--- src/hdl/icrd_pkg.sv ---
// Shared types, codes and constants for the icon channel RLE decoder.
`timescale 1ns / 1ps
package icrd_pkg;

    localparam int MAX_PIXELS_DEF = 16384;
    localparam int CFG_PIX_W      = 15;
    localparam int Q_DEPTH        = 4;

    localparam logic [7:0] RUN_BIAS     = 8'd125;
    localparam logic [2:0] PREFIX_BYTES = 3'd4;
    localparam logic [1:0] CH_DONE      = 2'd3;

    // result status codes
    localparam logic [1:0] ST_OK       = 2'd0;
    localparam logic [1:0] ST_EARLY    = 2'd1;
    localparam logic [1:0] ST_OVERFLOW = 2'd2;

    // register index, taken from paddr[2]
    localparam logic REG_PIXEL_COUNT = 1'b0;
    localparam logic REG_SKIP_PREFIX = 1'b1;

    typedef enum logic [1:0] {
        PH_HEADER  = 2'd0,
        PH_REPVAL  = 2'd1,
        PH_LITERAL = 2'd2
    } t_phase;

    // one classified input byte
    typedef struct packed {
        logic [7:0] data;
        logic       last;
        logic       start;
        logic       run;
        logic [7:0] count;
    } t_token;

    // skip_prefix write event toward the decoder
    typedef struct packed {
        logic skip_wr;
        logic skip;
    } t_cfg_ev;

endpackage

--- src/hdl/icon_channel_rle_decoder_unit.sv ---
// An accepted byte enters the token queue; the decoder step on it loads the output register.
// Throughput: one compressed byte per cycle while the queue and the output do not stall.
// A four-entry queue lets input acceptance and result delivery stall independently.
// Reset (synchronous, active low) restores pixel_count 16384, skip_prefix 0 and clears
// decoder state and queue at once; there is no clearing pass.
`timescale 1ns / 1ps
module icon_channel_rle_decoder_unit #(
    parameter int MAX_PIXELS = icrd_pkg::MAX_PIXELS_DEF
) (
    input  logic        i_clk,
    input  logic        i_rst_n,
    // compressed byte stream
    input  logic        s_axis_tvalid,
    output logic        s_axis_tready,
    input  logic [7:0]  s_axis_tdata,   // [7:0] in_byte
    input  logic        s_axis_tlast,   // last_byte
    input  logic [0:0]  s_axis_tuser,   // [0] start_image
    // decoded run writes
    output logic        m_axis_tvalid,
    input  logic        m_axis_tready,
    output logic [31:0] m_axis_tdata,   // [1:0] channel, [15:2] start_position,
                                        // [23:16] run_length, [31:24] pixel_value
    output logic        m_axis_tlast,   // image_done
    output logic [1:0]  m_axis_tuser,   // [1:0] status
    // register port
    input  logic        psel,
    input  logic        penable,
    input  logic        pwrite,
    input  logic [2:0]  paddr,
    input  logic [31:0] pwdata,
    output logic [31:0] prdata,
    output logic        pready
);
    import icrd_pkg::*;

    localparam int PW = $clog2(MAX_PIXELS + 1);
    localparam int CW = (PW > CFG_PIX_W) ? PW : CFG_PIX_W;

    logic [CFG_PIX_W-1:0] r_pixel_count;
    logic                 r_skip_prefix;
    logic [PW-1:0]        r_plane_size;
    logic [CW-1:0]        w_pc;
    logic [CW-1:0]        w_cap;
    logic [PW-1:0]        n_plane_size;
    logic                 w_wr;
    t_cfg_ev              w_cfg_ev;

    logic                 w_push;
    logic                 w_pop;
    logic                 w_full;
    logic                 w_empty;
    t_token               w_in_token;
    t_token               w_q_token;

    assign pready = 1'b1;
    assign w_wr   = psel && penable && pwrite && pready;

    always_ff @(posedge i_clk) begin
        if (!i_rst_n) begin
            r_pixel_count <= CFG_PIX_W'(16384);
            r_skip_prefix <= 1'b0;
        end else if (w_wr) begin
            unique case (paddr[2])
                REG_PIXEL_COUNT: r_pixel_count <= pwdata[CFG_PIX_W-1:0];
                REG_SKIP_PREFIX: r_skip_prefix <= pwdata[0];
                default: ;
            endcase
        end
    end

    always_comb begin
        unique case (paddr[2])
            REG_PIXEL_COUNT: prdata = 32'(r_pixel_count);
            REG_SKIP_PREFIX: prdata = 32'(r_skip_prefix);
            default:         prdata = '0;
        endcase
    end

    assign w_cfg_ev.skip_wr = w_wr && (paddr[2] == REG_SKIP_PREFIX);
    assign w_cfg_ev.skip    = pwdata[0];

    // plane size clamped to 1..MAX_PIXELS, registered off the decode path
    assign w_pc  = CW'(r_pixel_count);
    assign w_cap = CW'(MAX_PIXELS);
    always_comb begin
        if (w_pc == '0) begin
            n_plane_size = PW'(1);
        end else if (w_pc > w_cap) begin
            n_plane_size = PW'(w_cap);
        end else begin
            n_plane_size = PW'(w_pc);
        end
    end

    always_ff @(posedge i_clk) begin
        r_plane_size <= n_plane_size;
    end

    icrd_front u_front (
        .i_s_tvalid (s_axis_tvalid),
        .o_s_tready (s_axis_tready),
        .i_s_tdata  (s_axis_tdata),
        .i_s_tlast  (s_axis_tlast),
        .i_s_tuser  (s_axis_tuser[0]),
        .i_q_full   (w_full),
        .o_push     (w_push),
        .o_token    (w_in_token)
    );

    icrd_queue u_queue (
        .i_clk   (i_clk),
        .i_rst_n (i_rst_n),
        .i_push  (w_push),
        .i_token (w_in_token),
        .i_pop   (w_pop),
        .o_token (w_q_token),
        .o_full  (w_full),
        .o_empty (w_empty)
    );

    icrd_back #(
        .MAX_PIXELS (MAX_PIXELS),
        .PW         (PW)
    ) u_back (
        .i_clk         (i_clk),
        .i_rst_n       (i_rst_n),
        .i_plane_size  (r_plane_size),
        .i_skip_prefix (r_skip_prefix),
        .i_cfg_ev      (w_cfg_ev),
        .i_q_empty     (w_empty),
        .i_token       (w_q_token),
        .o_pop         (w_pop),
        .o_m_tvalid    (m_axis_tvalid),
        .i_m_tready    (m_axis_tready),
        .o_m_tdata     (m_axis_tdata),
        .o_m_tlast     (m_axis_tlast),
        .o_m_tuser     (m_axis_tuser)
    );

endmodule

--- src/hdl/icrd_front.sv ---
// Input side: accepts compressed bytes and precomputes the run header count.
`timescale 1ns / 1ps
module icrd_front (
    input  logic            i_s_tvalid,
    output logic            o_s_tready,
    input  logic [7:0]      i_s_tdata,
    input  logic            i_s_tlast,
    input  logic            i_s_tuser,
    input  logic            i_q_full,
    output logic            o_push,
    output icrd_pkg::t_token o_token
);
    import icrd_pkg::*;

    assign o_s_tready = !i_q_full;
    assign o_push     = i_s_tvalid && !i_q_full;

    // header classification is speculative: the back end uses it only in header phase
    always_comb begin
        o_token.data  = i_s_tdata;
        o_token.last  = i_s_tlast;
        o_token.start = i_s_tuser;
        o_token.run   = i_s_tdata[7];
        if (i_s_tdata[7]) begin
            o_token.count = i_s_tdata - RUN_BIAS;
        end else begin
            o_token.count = i_s_tdata + 8'd1;
        end
    end

endmodule

--- src/hdl/icrd_queue.sv ---
// Short token queue between the front end and the decoder.
`timescale 1ns / 1ps
module icrd_queue (
    input  logic             i_clk,
    input  logic             i_rst_n,
    input  logic             i_push,
    input  icrd_pkg::t_token i_token,
    input  logic             i_pop,
    output icrd_pkg::t_token o_token,
    output logic             o_full,
    output logic             o_empty
);
    import icrd_pkg::*;

    localparam int PTR_W = $clog2(Q_DEPTH);
    localparam int CNT_W = $clog2(Q_DEPTH + 1);

    t_token             r_mem [Q_DEPTH];
    logic [PTR_W-1:0]   r_wr_ptr;
    logic [PTR_W-1:0]   r_rd_ptr;
    logic [CNT_W-1:0]   r_count;

    assign o_full  = (r_count == CNT_W'(Q_DEPTH));
    assign o_empty = (r_count == '0);
    assign o_token = r_mem[r_rd_ptr];

    always_ff @(posedge i_clk) begin
        if (i_push) begin
            r_mem[r_wr_ptr] <= i_token;
        end
    end

    always_ff @(posedge i_clk) begin
        if (!i_rst_n) begin
            r_wr_ptr <= '0;
            r_rd_ptr <= '0;
            r_count  <= '0;
        end else begin
            if (i_push) begin
                r_wr_ptr <= r_wr_ptr + PTR_W'(1);
            end
            if (i_pop) begin
                r_rd_ptr <= r_rd_ptr + PTR_W'(1);
            end
            case ({i_push, i_pop})
                2'b10:   r_count <= r_count + CNT_W'(1);
                2'b01:   r_count <= r_count - CNT_W'(1);
                default: r_count <= r_count;
            endcase
        end
    end

    a_no_pop_empty: assert property (@(posedge i_clk) disable iff (!i_rst_n)
        i_pop |-> !o_empty) else $error("queue popped while empty");

    a_no_push_full: assert property (@(posedge i_clk) disable iff (!i_rst_n)
        i_push |-> !o_full) else $error("queue pushed while full");

endmodule

--- src/hdl/icrd_back.sv ---
// Decoder back end: run-length state, plane tracking and the result register.
`timescale 1ns / 1ps
module icrd_back #(
    parameter int MAX_PIXELS = icrd_pkg::MAX_PIXELS_DEF,
    parameter int PW         = $clog2(MAX_PIXELS + 1)
) (
    input  logic              i_clk,
    input  logic              i_rst_n,
    input  logic [PW-1:0]     i_plane_size,
    input  logic              i_skip_prefix,
    input  icrd_pkg::t_cfg_ev i_cfg_ev,
    input  logic              i_q_empty,
    input  icrd_pkg::t_token  i_token,
    output logic              o_pop,
    output logic              o_m_tvalid,
    input  logic              i_m_tready,
    output logic [31:0]       o_m_tdata,
    output logic              o_m_tlast,
    output logic [1:0]        o_m_tuser
);
    import icrd_pkg::*;

    localparam int LW = (PW > 8) ? PW : 8;

    t_phase         r_phase, n_phase;
    logic [7:0]     r_lit, n_lit;
    logic [PW-1:0]  r_pos, n_pos;
    logic [1:0]     r_ch, n_ch;
    logic [2:0]     r_prefix, n_prefix;
    logic           r_halted, n_halted;
    logic           r_fresh, n_fresh;

    logic           r_out_valid;
    logic [31:0]    r_out_data, n_out_data;
    logic           r_out_last;
    logic [1:0]     r_out_user;

    t_phase         e_phase;
    logic [7:0]     e_lit;
    logic [PW-1:0]  e_pos;
    logic [1:0]     e_ch;
    logic [2:0]     e_prefix;
    logic           e_halted;

    logic [PW-1:0]  w_rem;
    logic           w_emit;
    logic           w_wrote;
    logic [7:0]     w_len;
    logic [7:0]     w_val;
    logic [1:0]     w_st;
    logic           w_done;
    logic           w_step;

    assign w_step = !i_q_empty && (!r_out_valid || i_m_tready);
    assign o_pop  = w_step;

    // start_image clears the decoder before the byte is handled
    always_comb begin
        if (i_token.start) begin
            e_phase  = PH_HEADER;
            e_lit    = '0;
            e_pos    = '0;
            e_ch     = '0;
            e_prefix = i_skip_prefix ? PREFIX_BYTES : 3'd0;
            e_halted = 1'b0;
        end else begin
            e_phase  = r_phase;
            e_lit    = r_lit;
            e_pos    = r_pos;
            e_ch     = r_ch;
            e_prefix = r_prefix;
            e_halted = r_halted;
        end
    end

    assign w_rem = (e_pos < i_plane_size) ? (i_plane_size - e_pos) : '0;

    // next state of the decoder for the token at the queue head
    always_comb begin
        n_phase  = e_phase;
        n_lit    = e_lit;
        n_pos    = e_pos;
        n_ch     = e_ch;
        n_prefix = e_prefix;
        n_halted = e_halted;
        n_fresh  = i_token.start ? 1'b1 : r_fresh;
        w_emit   = 1'b0;
        w_wrote  = 1'b0;
        w_len    = '0;
        w_val    = '0;
        w_st     = ST_OK;
        w_done   = 1'b0;

        if (!e_halted && e_ch != CH_DONE) begin
            n_fresh = 1'b0;
            if (e_prefix != '0) begin
                n_prefix = e_prefix - 3'd1;
            end else begin
                unique case (e_phase)
                    PH_REPVAL: begin
                        w_emit = 1'b1;
                        w_val  = i_token.data;
                        if (LW'(e_lit) > LW'(w_rem)) begin
                            w_len = 8'(w_rem);
                            w_st  = ST_OVERFLOW;
                        end else begin
                            w_len = e_lit;
                        end
                        n_pos   = e_pos + PW'(w_len);
                        n_lit   = '0;
                        n_phase = PH_HEADER;
                        w_wrote = 1'b1;
                    end
                    PH_LITERAL: begin
                        w_emit = 1'b1;
                        w_val  = i_token.data;
                        if (e_pos < i_plane_size) begin
                            w_len = 8'd1;
                            n_pos = e_pos + PW'(1);
                            n_lit = (e_lit != '0) ? e_lit - 8'd1 : e_lit;
                            if (n_lit == '0) begin
                                n_phase = PH_HEADER;
                            end
                            w_wrote = 1'b1;
                        end else begin
                            w_st = ST_OVERFLOW;
                        end
                    end
                    default: begin
                        n_lit   = i_token.count;
                        n_phase = i_token.run ? PH_REPVAL : PH_LITERAL;
                    end
                endcase
            end

            if (w_wrote && w_st == ST_OK && n_pos >= i_plane_size) begin
                if (n_phase == PH_LITERAL) begin
                    // plane full with literal bytes still pending
                    w_st = i_token.last ? ST_EARLY : ST_OVERFLOW;
                end else begin
                    n_ch   = e_ch + 2'd1;
                    n_pos  = '0;
                    w_done = (n_ch == CH_DONE);
                end
            end

            if (w_st == ST_OK && i_token.last && !w_done) begin
                w_st = ST_EARLY;
            end
            if (w_st != ST_OK) begin
                n_halted = 1'b1;
                w_emit   = 1'b1;
            end
        end
    end

    // result payload: channel, start position, run length, pixel value
    always_comb begin
        n_out_data = {w_val, w_len, 14'(e_pos), e_ch};
    end

    always_ff @(posedge i_clk) begin
        if (!i_rst_n) begin
            r_phase  <= PH_HEADER;
            r_lit    <= '0;
            r_pos    <= '0;
            r_ch     <= '0;
            r_prefix <= '0;
            r_halted <= 1'b0;
            r_fresh  <= 1'b1;
        end else if (w_step) begin
            r_phase  <= n_phase;
            r_lit    <= n_lit;
            r_pos    <= n_pos;
            r_ch     <= n_ch;
            r_prefix <= n_prefix;
            r_halted <= n_halted;
            r_fresh  <= n_fresh;
        end else if (i_cfg_ev.skip_wr && r_fresh) begin
            r_prefix <= i_cfg_ev.skip ? PREFIX_BYTES : 3'd0;
        end
    end

    always_ff @(posedge i_clk) begin
        if (!i_rst_n) begin
            r_out_valid <= 1'b0;
        end else if (w_step) begin
            r_out_valid <= w_emit;
        end else if (i_m_tready) begin
            r_out_valid <= 1'b0;
        end
    end

    always_ff @(posedge i_clk) begin
        if (w_step) begin
            r_out_data <= n_out_data;
            r_out_last <= w_done;
            r_out_user <= w_st;
        end
    end

    assign o_m_tvalid = r_out_valid;
    assign o_m_tdata  = r_out_data;
    assign o_m_tlast  = r_out_last;
    assign o_m_tuser  = r_out_user;

    a_err_halts: assert property (@(posedge i_clk) disable iff (!i_rst_n)
        (w_step && w_st != ST_OK) |=> r_halted)
        else $error("error status without halt");

    a_done_pos_zero: assert property (@(posedge i_clk) disable iff (!i_rst_n)
        (r_ch == CH_DONE) |-> (r_pos == '0))
        else $error("image done with nonzero position");

    a_done_ok: assert property (@(posedge i_clk) disable iff (!i_rst_n)
        (r_out_valid && r_out_last) |-> (r_out_user == ST_OK))
        else $error("image done flagged with error status");

    a_halt_silent: assert property (@(posedge i_clk) disable iff (!i_rst_n)
        (w_step && e_halted) |-> !w_emit)
        else $error("result produced while halted");

endmodule
--- config.mk ---
export PLATFORM = sky130hd
export DESIGN_NAME = icon_channel_rle_decoder_unit
export DESIGN_NICKNAME = d
export VERILOG_FILES = /design/src/hdl/icrd_pkg.sv /design/src/hdl/icon_channel_rle_decoder_unit.sv /design/src/hdl/icrd_front.sv /design/src/hdl/icrd_queue.sv /design/src/hdl/icrd_back.sv
export SDC_FILE = /design/constraint.sdc
export NUM_CORES = 1
export LEC_CHECK = 0
export BUFFER_PORTS_ARGS = -buffer_cell sky130_fd_sc_hd__buf_2
export CORE_ASPECT_RATIO = 1.75
export CORE_MARGIN = 2
export CORE_UTILIZATION = 59
export CTS_CLUSTER_SIZE = 10
export DETAILED_ROUTE_END_ITERATION = 16
export PLACE_DENSITY = 0.91
export SETUP_SLACK_MARGIN = 0.1
export SYNTH_ARGS = -nofsm -noshare
export SYNTH_HDL_FRONTEND = slang
export SYNTH_SLANG_ARGS = --single-unit
--- constraint.sdc ---
create_clock -name i_clk -period 12.2 [get_ports i_clk]
set_clock_uncertainty 0.15 [all_clocks]
set_input_delay 1.22 -clock i_clk [delete_from_list [all_inputs] [get_ports i_clk]]
set_output_delay 1.22 -clock i_clk [all_outputs]
set_load 0.005 [all_outputs]
==> impl_metrics.toml, run 1 <==
[outcome]
outcome = "complete, no violations"

[detailed_routing]
vias_per_cell = 6.39
routed_wl_um = 28700
vias = 8955
drtIter0Drc = 652
drtAntennaViolNets = 0
wl_per_cell_um = 20.5
drc = 0
drt_pass1_iterations = 5

[logic_synthesis]
synth_top_area_share = 0.302
yosys-top-cells-area = "edfxtp_1 (30%), dfxtp_1 (14%), ha_1 (7.3%)"
yosysWarnings = 0
syn_area_per_cell_um2 = 9.75
async_reset_ff_frac = 0
synthCells = 1092
synth_enable_flop_cells = 107
synth_flop_cell = "edfxtp_1"
yosys.area.top_type = "edfxtp_1"
ys_types = 74
seq_area_frac_synth = 0.439
synth_area_um2 = 10600
synth_seq_cells = 180

[cts]
clk_latency_ns = 0.44
cts_resized = 0
cts_buffer_depth = 2
root_buffer = "clkbuf_16"
clkTransAtPathRegs_ns = 0.07
cts_tree = "built"
h-tree-depth = 4
cts_buffers = 17
hold_buffers = 0
post_cts_buffers = 0
clkSinkCount = 180

[finish]
syn2layout_area_growth_pct = 10.6
final_common_cell = "nand2_1"
antennaDiodeCount = 0
drive_above_1_share = 0.143
layout_common_cells = "nand2_1 (128), edfxtp_1 (107), buf_2 (84)"
nets = 1273

[placement]
dp_hpwl_um = 20000
gp_congestion = 0.924
io_buffer_count = 84

[setup_path]
max_stage_delay_ns = 0.77
crit_path_start_kind = "register"
cp_max_fo = 42
critPathRequiredTime_ns = 12.38
cpMostUsedCell = "nor2_1"
critPathKind = "reg2reg"
slowest_stage = "mux2_2"
cp_top_family = "compound AO/OA/AOI/OAI gates"
critPathBufInv = 3
cp.arrival_ns = 10.92
crit_path_end_kind = "register"

[floorplanning]
io_pins = 122
start_util = 0.595
dieArea_um2 = 19200
die_w_um = 106
die_h_um = 182
core-area_um2 = 17900
row_count = 65

[grt]
grt_usage = 0.307
grt_overflow = 0
grt_max_degree = 64
grt_pass1_vias = 8908
grt_pass1_wl_um = 45300
antenna_found_initial = 0

[min_path]
hold_path.class = "reg2reg"

[sta]
hold_slack_ns = 0.342
relSlewSlack = 0.280
fin_setup_tns_ns = 0
tightest_slew_ns = 1.08
period_share = 0.880
setup_viol = 0
hold_viol = 0
finalCriticalPeriod_ns = 10.74
rsz0062_at_grt = "no"
max_freq_mhz = 93.1
finalMaxSlewViolations = 0

[power]
finalPower_uw = 2810
p_per_area_nw_per_um2 = 239
ir_drop_v = 0.000209
p_leak_uw = 0.00473

[job]
cap_violations = 0
-- Yosys cell counts (4+ instances only) --
library cell / number
nand2_1: 128
edfxtp_1: 107
dfxtp_1: 73
inv_1: 68
nor2_1: 64
ha_1: 62
o21ai_0: 60
a21oi_1: 51
clkbuf_1: 44
nor2b_1: 44
and2_1: 24
nand3_1: 23
nor3_1: 22
a21boi_0: 19
buf_4: 19
mux2i_1: 18
mux4_2: 18
xnor2_1: 17
nand4_1: 16
and3_1: 15
a221oi_1: 14
nor4_1: 14
a31oi_1: 13
or3_1: 11
xor2_1: 11
a21o_1: 10
o211ai_1: 10
nand2b_1: 9
a211oi_1: 7
o21a_1: 7
a221o_1: 6
mux2_2: 5
a22oi_1: 4
fa_1: 4
o21bai_1: 4
o22ai_1: 4
or2_2: 4
-- worst reg2reg max path: cells and delay by family (launching register included) --
kind                       cells  cell delay [ns]
and+or+nand+nor               15             2.67
adders and majority gates      4             1.50
AOI/OAI and AO/OA             14             3.55
DFF                            1             0.61
muxes                          3             1.47
buffers and inverters          3             0.66
-- final timing paths --
path,slack (ns),cells past startpoint,startpoint,to
max,1.46,39,register,u_back.r_pos[2]
min,0.34,2,r_pixel_count[12],r_pixel_count[12]
max reg2reg,1.46,39,register,u_back.r_pos[2]
min reg2reg,0.34,2,r_pixel_count[12],r_pixel_count[12]
-- cell families (layout without fill, tap and decap cells) --
group / count (synthesis) / count (layout) / synth area share
AND/OR/NAND/NOR: 390 / 390 / 0.182
other: 2 / 18 / 0.000706
adder cells (fa/ha/maj): 66 / 66 / 0.0804
AO/OA/AOI/OAI: 248 / 248 / 0.158
buffers and inverters: 137 / 197 / 0.0554
XOR/XNOR: 28 / 28 / 0.0230
flip-flops: 180 / 180 / 0.439
multiplexers: 41 / 41 / 0.0603
-- registers in the layout (all words and copies together), names as in the netlist, named ones only --
signal and count:
r_pixel_count 15, u_back.r_pos 15, u_back.r_halted 1, u_back.o_m_tlast 1, u_back.r_prefix 3, u_queue.r_rd_ptr 2, u_back.o_m_tvalid 1, u_back.r_lit 8
u_back.r_phase 2, u_back.r_fresh 1, u_queue.r_wr_ptr 2, r_skip_prefix 1, u_queue.r_count 3, u_queue.r_mem 72, u_back.r_ch 2, u_back.o_m_tdata 32
u_back.o_m_tuser 2, r_plane_size 15
-- routing by layer --
layer / track usage / share of wire / up-vias
li1: - / - / 4084
met1: 0.308 / 0.33 / 4335
met2: 0.565 / 0.54 / 401
met3: 0.0470 / 0.052 / 135
met4: 0.221 / 0.070 / 0
met5: 0 / 0 / -
-- report_power, final --
part	switching [uW]	internal, uW
clock	253	309
sequential	83.3	812
combinational	853	500
total	1190	1620
-- through the flow --
| step | area (um2) | utilization | instances | setup slack (ns) |
|---|---|---|---|---|
| floorplan | 10700 | - | 1108 | 2.55 |
| global placement | 11200 | 0.625 | 1370 | 1.79 |
| detailed placement | 11200 | 0.625 | 1370 | 1.63 |
| CTS | 11800 | 0.658 | 1402 | 1.68 |
| global route | 11800 | 0.658 | 1402 | 0.801 |
| finish | 11800 | 0.658 | 1402 | 1.46 |
-- final cells by class --
| cell class | count | area [um2] |
|---|---|---|
| clock inverters | 13 | 159 |
| clock buffers | 19 | 433 |
| inverters | 68 | 255 |
| repair buffers | 97 | 518 |
| flip-flops and latches | 180 | 4670 |
| well taps | 234 | 293 |
| multi-input cells | 791 | 5440 |
| fillers | 1413 | 6120 |
Note: power is estimated with default switching activity, not from simulation.
==> run 2, diff against run 1 <==
--- a/config.mk
+++ b/config.mk
@@ -5,7 +5,7 @@
 export SDC_FILE = /design/constraint.sdc
 export NUM_CORES = 1
 export LEC_CHECK = 0
-export BUFFER_PORTS_ARGS = -buffer_cell sky130_fd_sc_hd__buf_2
+export BUFFER_PORTS_ARGS = -buffer_cell sky130_fd_sc_hd__clkbuf_2
 export CORE_ASPECT_RATIO = 1.75
 export CORE_MARGIN = 2
 export CORE_UTILIZATION = 59
@@ -13,6 +13,7 @@
 export DETAILED_ROUTE_END_ITERATION = 16
 export PLACE_DENSITY = 0.91
 export SETUP_SLACK_MARGIN = 0.1
+export SKIP_CTS_REPAIR_TIMING = 1
 export SYNTH_ARGS = -nofsm -noshare
 export SYNTH_HDL_FRONTEND = slang
 export SYNTH_SLANG_ARGS = --single-unit
==> run 2 against run 1 <==
  * Global-route usage fell by 1.2 points
  * Fmax down 4.6%
  * Worst hold slack improved by 0.0046 ns
  * Final cell count increased by 0.14%
  * Sequential power is essentially flat
  * Register-to-register slack lost 0.52 ns
  * Combinational power about the same
  * Power decreased by 1.6%
==> impl_metrics.toml, run 2 (synthesis results as in run 1) <==
[sta]
relSlewSlack = 0.305
max_freq_mhz = 88.8
rsz0062_at_grt = "no"
fin_setup_tns_ns = 0
setup_viol = 0
hold_viol = 0
finalMaxSlewViolations = 0
tightest_slew_ns = 1.03
hold_slack_ns = 0.347
setup_ws_ns = 0.937
finalCriticalPeriod_ns = 11.26
period_share = 0.923

[placement]
dp_slack_ns = 1.25
gp_congestion = 0.930
dp_hpwl_um = 19800
io_buffer_count = 84

[floorplanning]
die_w_um = 106
row_count = 65
dieArea_um2 = 19200
core-area_um2 = 17900
start_util = 0.595
die_h_um = 182
io_pins = 122

[finish]
layout_common_cells = "nand2_1 (128), edfxtp_1 (107), clkbuf_2 (84)"
nets = 1275
fill_cells = 1381
regMostFlops = "u_queue.r_mem"
syn2layout_area_growth_pct = 10.5
antennaDiodeCount = 0
final_common_cell = "nand2_1"
drive_above_1_share = 0.145
largest_register_ffs = 72

[cts]
cts_buffers = 17
h-tree-depth = 4
clkSinkCount = 180
cts_tree = "built"
root_buffer = "clkbuf_16"
clk_latency_ns = 0.44
clkTransAtPathRegs_ns = 0.07
cts_buffer_depth = 2

[setup_path]
cp.arrival_ns = 11.49
critPathBufInv = 5
crit_path_end_kind = "register"
cp_max_fo = 32
max_stage_delay_ns = 0.83
critPathKind = "reg2reg"
slowest_stage = "a2111oi_1"
crit_path_start_kind = "register"
critPathRequiredTime_ns = 12.43
cpMostUsedCell = "buf_4"
cp_top_family = "compound AO/OA/AOI/OAI gates"

[grt]
grt_max_degree = 64
grt_pass1_vias = 8799
grt_pass1_wl_um = 43900
grt_overflow = 0
grt_usage = 0.295
antenna_found_initial = 0

[detailed_routing]
routed_wl_um = 27800
vias = 8860
drtIter0Drc = 626
vias_per_cell = 6.31
wl_per_cell_um = 19.8
drtAntennaViolNets = 0
drc = 0
drt_pass1_iterations = 6

[job]
cap_violations = 0

[power]
p_leak_uw = 0.00472
ir_drop_v = 0.000172
p_per_area_nw_per_um2 = 235

[outcome]
outcome = "complete, no violations"

[min_path]
min_from = "r_pixel_count[0]"
hold_path.class = "reg2reg"
[run 2: metrics by stage]
stage	power (uW)	std cells	cell area (um2)	util
3_3_place_gp	2170	1372	11200	0.626
6_report	2770	1404	11800	0.657
4_1_cts	2740	1404	11800	0.657
3_5_place_dp	2210	1372	11200	0.626
5_1_grt	2920	1404	11800	0.657
2_1_floorplan	1820	1108	10700	-
[run 2: where the power goes]
group / total, uW / leakage (uW) / switching (uW) / internal, uW
combinational: 1340 / 0.00284 / 840 / 501
clock: 529 / 0.000273 / 259 / 270
sequential: 897 / 0.00161 / 84.1 / 812
[run 2: final cells by class]
class,instances,area [um2],share of cell area
clock inverter,15,138,0.0117
clock buffer,17,425,0.0362
sequential,180,4670,0.398
inverter,68,255,0.0217
tap,234,293,0.0249
timing repair buffer,99,533,0.0453
multi-input combinational,791,5440,0.463
[run 2: path summary, 6_finish.rpt]
check,cells after the start,to,slack [ns]
hold reg to reg,2,r_pixel_count[0],0.35
hold / removal,2,r_pixel_count[0],0.35
setup reg to reg,39,u_back.r_pos[6],0.94
setup / recovery,39,u_back.r_pos[6],0.94
[run 2: metal layers]
layer | part of all wire | global-route usage | vias to the layer above
li1 | - | - | 4090
met1 | 0.35 | 0.303 | 4212
met2 | 0.53 | 0.539 | 424
met3 | 0.053 | 0.0477 | 134
met4 | 0.071 | 0.202 | 0
met5 | 0 | 0 | -
[run 2: worst min-delay path, stage by stage, from the launching register on]
cell and delay (ns):
dfxtp_1 0.32, nand2_1 0.05, a21boi_0 0.07
==> run 3, diff against run 2 <==
--- a/config.mk
+++ b/config.mk
@@ -8,12 +8,13 @@
 export BUFFER_PORTS_ARGS = -buffer_cell sky130_fd_sc_hd__clkbuf_2
 export CORE_ASPECT_RATIO = 1.75
 export CORE_MARGIN = 2
-export CORE_UTILIZATION = 59
+export CORE_UTILIZATION = 60
 export CTS_CLUSTER_SIZE = 10
 export DETAILED_ROUTE_END_ITERATION = 16
-export PLACE_DENSITY = 0.91
+export PLACE_DENSITY = 0.92
 export SETUP_SLACK_MARGIN = 0.1
 export SKIP_CTS_REPAIR_TIMING = 1
 export SYNTH_ARGS = -nofsm -noshare
 export SYNTH_HDL_FRONTEND = slang
+export SYNTH_HIERARCHICAL = 1
 export SYNTH_SLANG_ARGS = --single-unit
==> run 3 against run 2 <==
  * Clock power barely moved
  * Fmax rose by 11%
  * Combinational power rose by 22%
  * Design area rose by 2.1%
  * Power rose by 11%
  * Highest routed layer unchanged
  * Largest cell class unchanged
  * Sequential share of layout area rose by 0.16 points
  * Critical path type unchanged
  * First-iteration DRC count rose by 8.8%
==> impl_metrics.toml, run 3 <==
[outcome]
outcome = "complete, no violations"

[min_path]
hold_path.class = "reg2reg"
holdPathStages = 2

[detailed_routing]
drtIter0Drc = 681
drtAntennaViolNets = 0
drc = 0
vias_per_cell = 6.45
vias = 9036
drt_pass1_iterations = 5
wl_per_cell_um = 20.6
routed_wl_um = 28900

[power]
ir_drop_v = 0.000155
p_leak_uw = 0.00490
p_per_area_nw_per_um2 = 256
finalPower_uw = 3070

[sta]
rsz0062_at_grt = "no"
relSlewSlack = 0.296
finalCriticalPeriod_ns = 10.19
hold_viol = 0
max_freq_mhz = 98.2
period_share = 0.835
fin_setup_tns_ns = 0
finalMaxSlewViolations = 0
tightest_slew_ns = 1.06
setup_viol = 0

[placement]
io_buffer_count = 84
gp_congestion = 1.03
dp_hpwl_um = 20100

[finish]
fill_cells = 1344
final_common_cell = "nand2_1"
nets = 1276
regMostFlops = "u_queue/r_mem"
multi_input_area_um2 = 5600
seqCellArea_um2 = 4790
drive_above_1_share = 0.143
syn2layout_area_growth_pct = 8.63
largest_register_ffs = 76
antennaDiodeCount = 0
layout_common_cells = "nand2_1 (113), edfxtp_1 (111), clkbuf_2 (84)"

[cts]
cts_buffer_depth = 2
root_buffer = "clkbuf_16"
clkTransAtPathRegs_ns = 0.07
clk_latency_ns = 0.44
cts_tree = "built"
h-tree-depth = 4
clkSinkCount = 184
cts_buffers = 17

[logic_synthesis]
syn_area_per_cell_um2 = 10.0
yosys.area.top_type = "edfxtp_1"
seq_area_frac_synth = 0.434
synthCells = 1103
synth_enable_flop_cells = 111
synth_top_area_share = 0.301
async_reset_ff_frac = 0
yosys-top-cells-count = "nand2_1 (113), edfxtp_1 (111), dfxtp_1 (73)"
yosysWarnings = 6
synth_flop_cell = "edfxtp_1"
yosysMostFrequentCell = "nand2_1"
synth_area_um2 = 11100
synth_seq_cells = 184
ys_types = 86
yosys-top-cells-area = "edfxtp_1 (30%), dfxtp_1 (13%), ha_1 (7.5%)"

[setup_path]
critPathRequiredTime_ns = 12.40
reg2reg_depth = 37
slowest_stage = "o21ai_1"
reg2reg_slack_ns = 2.01
cp.arrival_ns = 10.38
cp_max_fo = 28
critPathKind = "reg2reg"
crit_path_start_kind = "register"
crit_path_end_kind = "register"
max_stage_delay_ns = 0.66

[grt]
grt_usage = 0.301
grt_pass1_wl_um = 45300
grt_overflow = 0
grt_pass1_vias = 9006
antenna_found_initial = 0
grt_max_degree = 65

[job]
cap_violations = 0

[floorplanning]
core-area_um2 = 18100
io_pins = 122
dieArea_um2 = 19600
row_count = 65
die_h_um = 184
die_w_um = 107
start_util = 0.612
[run 3: per-stage QoR]
stage               instance area, um2  hold slack [ns]  setup WS (ns)   util  cells
global placement                 11400            0.295           2.56  0.634   1369
CTS                              12000            0.308           2.27  0.665   1401
finish                           12000            0.311           2.01  0.665   1401
global route                     12000            0.324           1.45  0.665   1401
detailed placement               11400            0.298           2.33  0.634   1369
floorplan                        11100            0.287           3.74      -   1119
[run 3: kinds of logic after synthesis]
| logic type | Yosys count | synth area share |
|---|---|---|
| other cells | 2 | 0.000679 |
| xor+xnor | 25 | 0.0198 |
| simple gates | 361 | 0.166 |
| mux | 46 | 0.0667 |
| fa+ha+maj | 70 | 0.0819 |
| compound gates | 267 | 0.166 |
| flops | 184 | 0.434 |
| buf+inv | 148 | 0.0659 |
[run 3: path summary, 6_finish.rpt]
check	startpoint	endpoint
setup / recovery	register	u_back/r_ch[1]
hold / removal	u_back/r_phase[0]	u_back/r_phase[0]
setup reg to reg	register	u_back/r_ch[1]
hold reg to reg	u_back/r_phase[0]	u_back/r_phase[0]
[run 3: layout make-up]
cell class	instances	share of cell area
repair buffers	95	0.0419
well taps	234	0.0244
clock buffers	18	0.0357
clock inverters	14	0.0113
flip-flops and latches	184	0.399
inverters	69	0.0216
multi-input cells	787	0.466
[run 3: layer usage]
layer | routed length (um) | vias to the layer above | global-route usage
met5 | 0 | - | 0
met4 | 2420 | 0 | 0.237
met3 | 1670 | 180 | 0.0461
met2 | 15300 | 476 | 0.543
met1 | 9470 | 4293 | 0.302
li1 | - | 4087 | -
[run 3: critical path, delay by kind of cell, from the launching register on]
kind | cells | cell delay, ns
compound gates | 18 | 4.94
fa+ha+maj | 4 | 1.07
flops | 1 | 0.31
buf+inv | 6 | 1.33
simple gates | 7 | 1.25
mux | 2 | 0.98
[run 3: where the power goes]
part           switching [uW]  internal (uW)  total, uW
registers                79.9            839        919
clock network             256            270        526
logic                    1020            607       1630
total                    1350           1720       3070
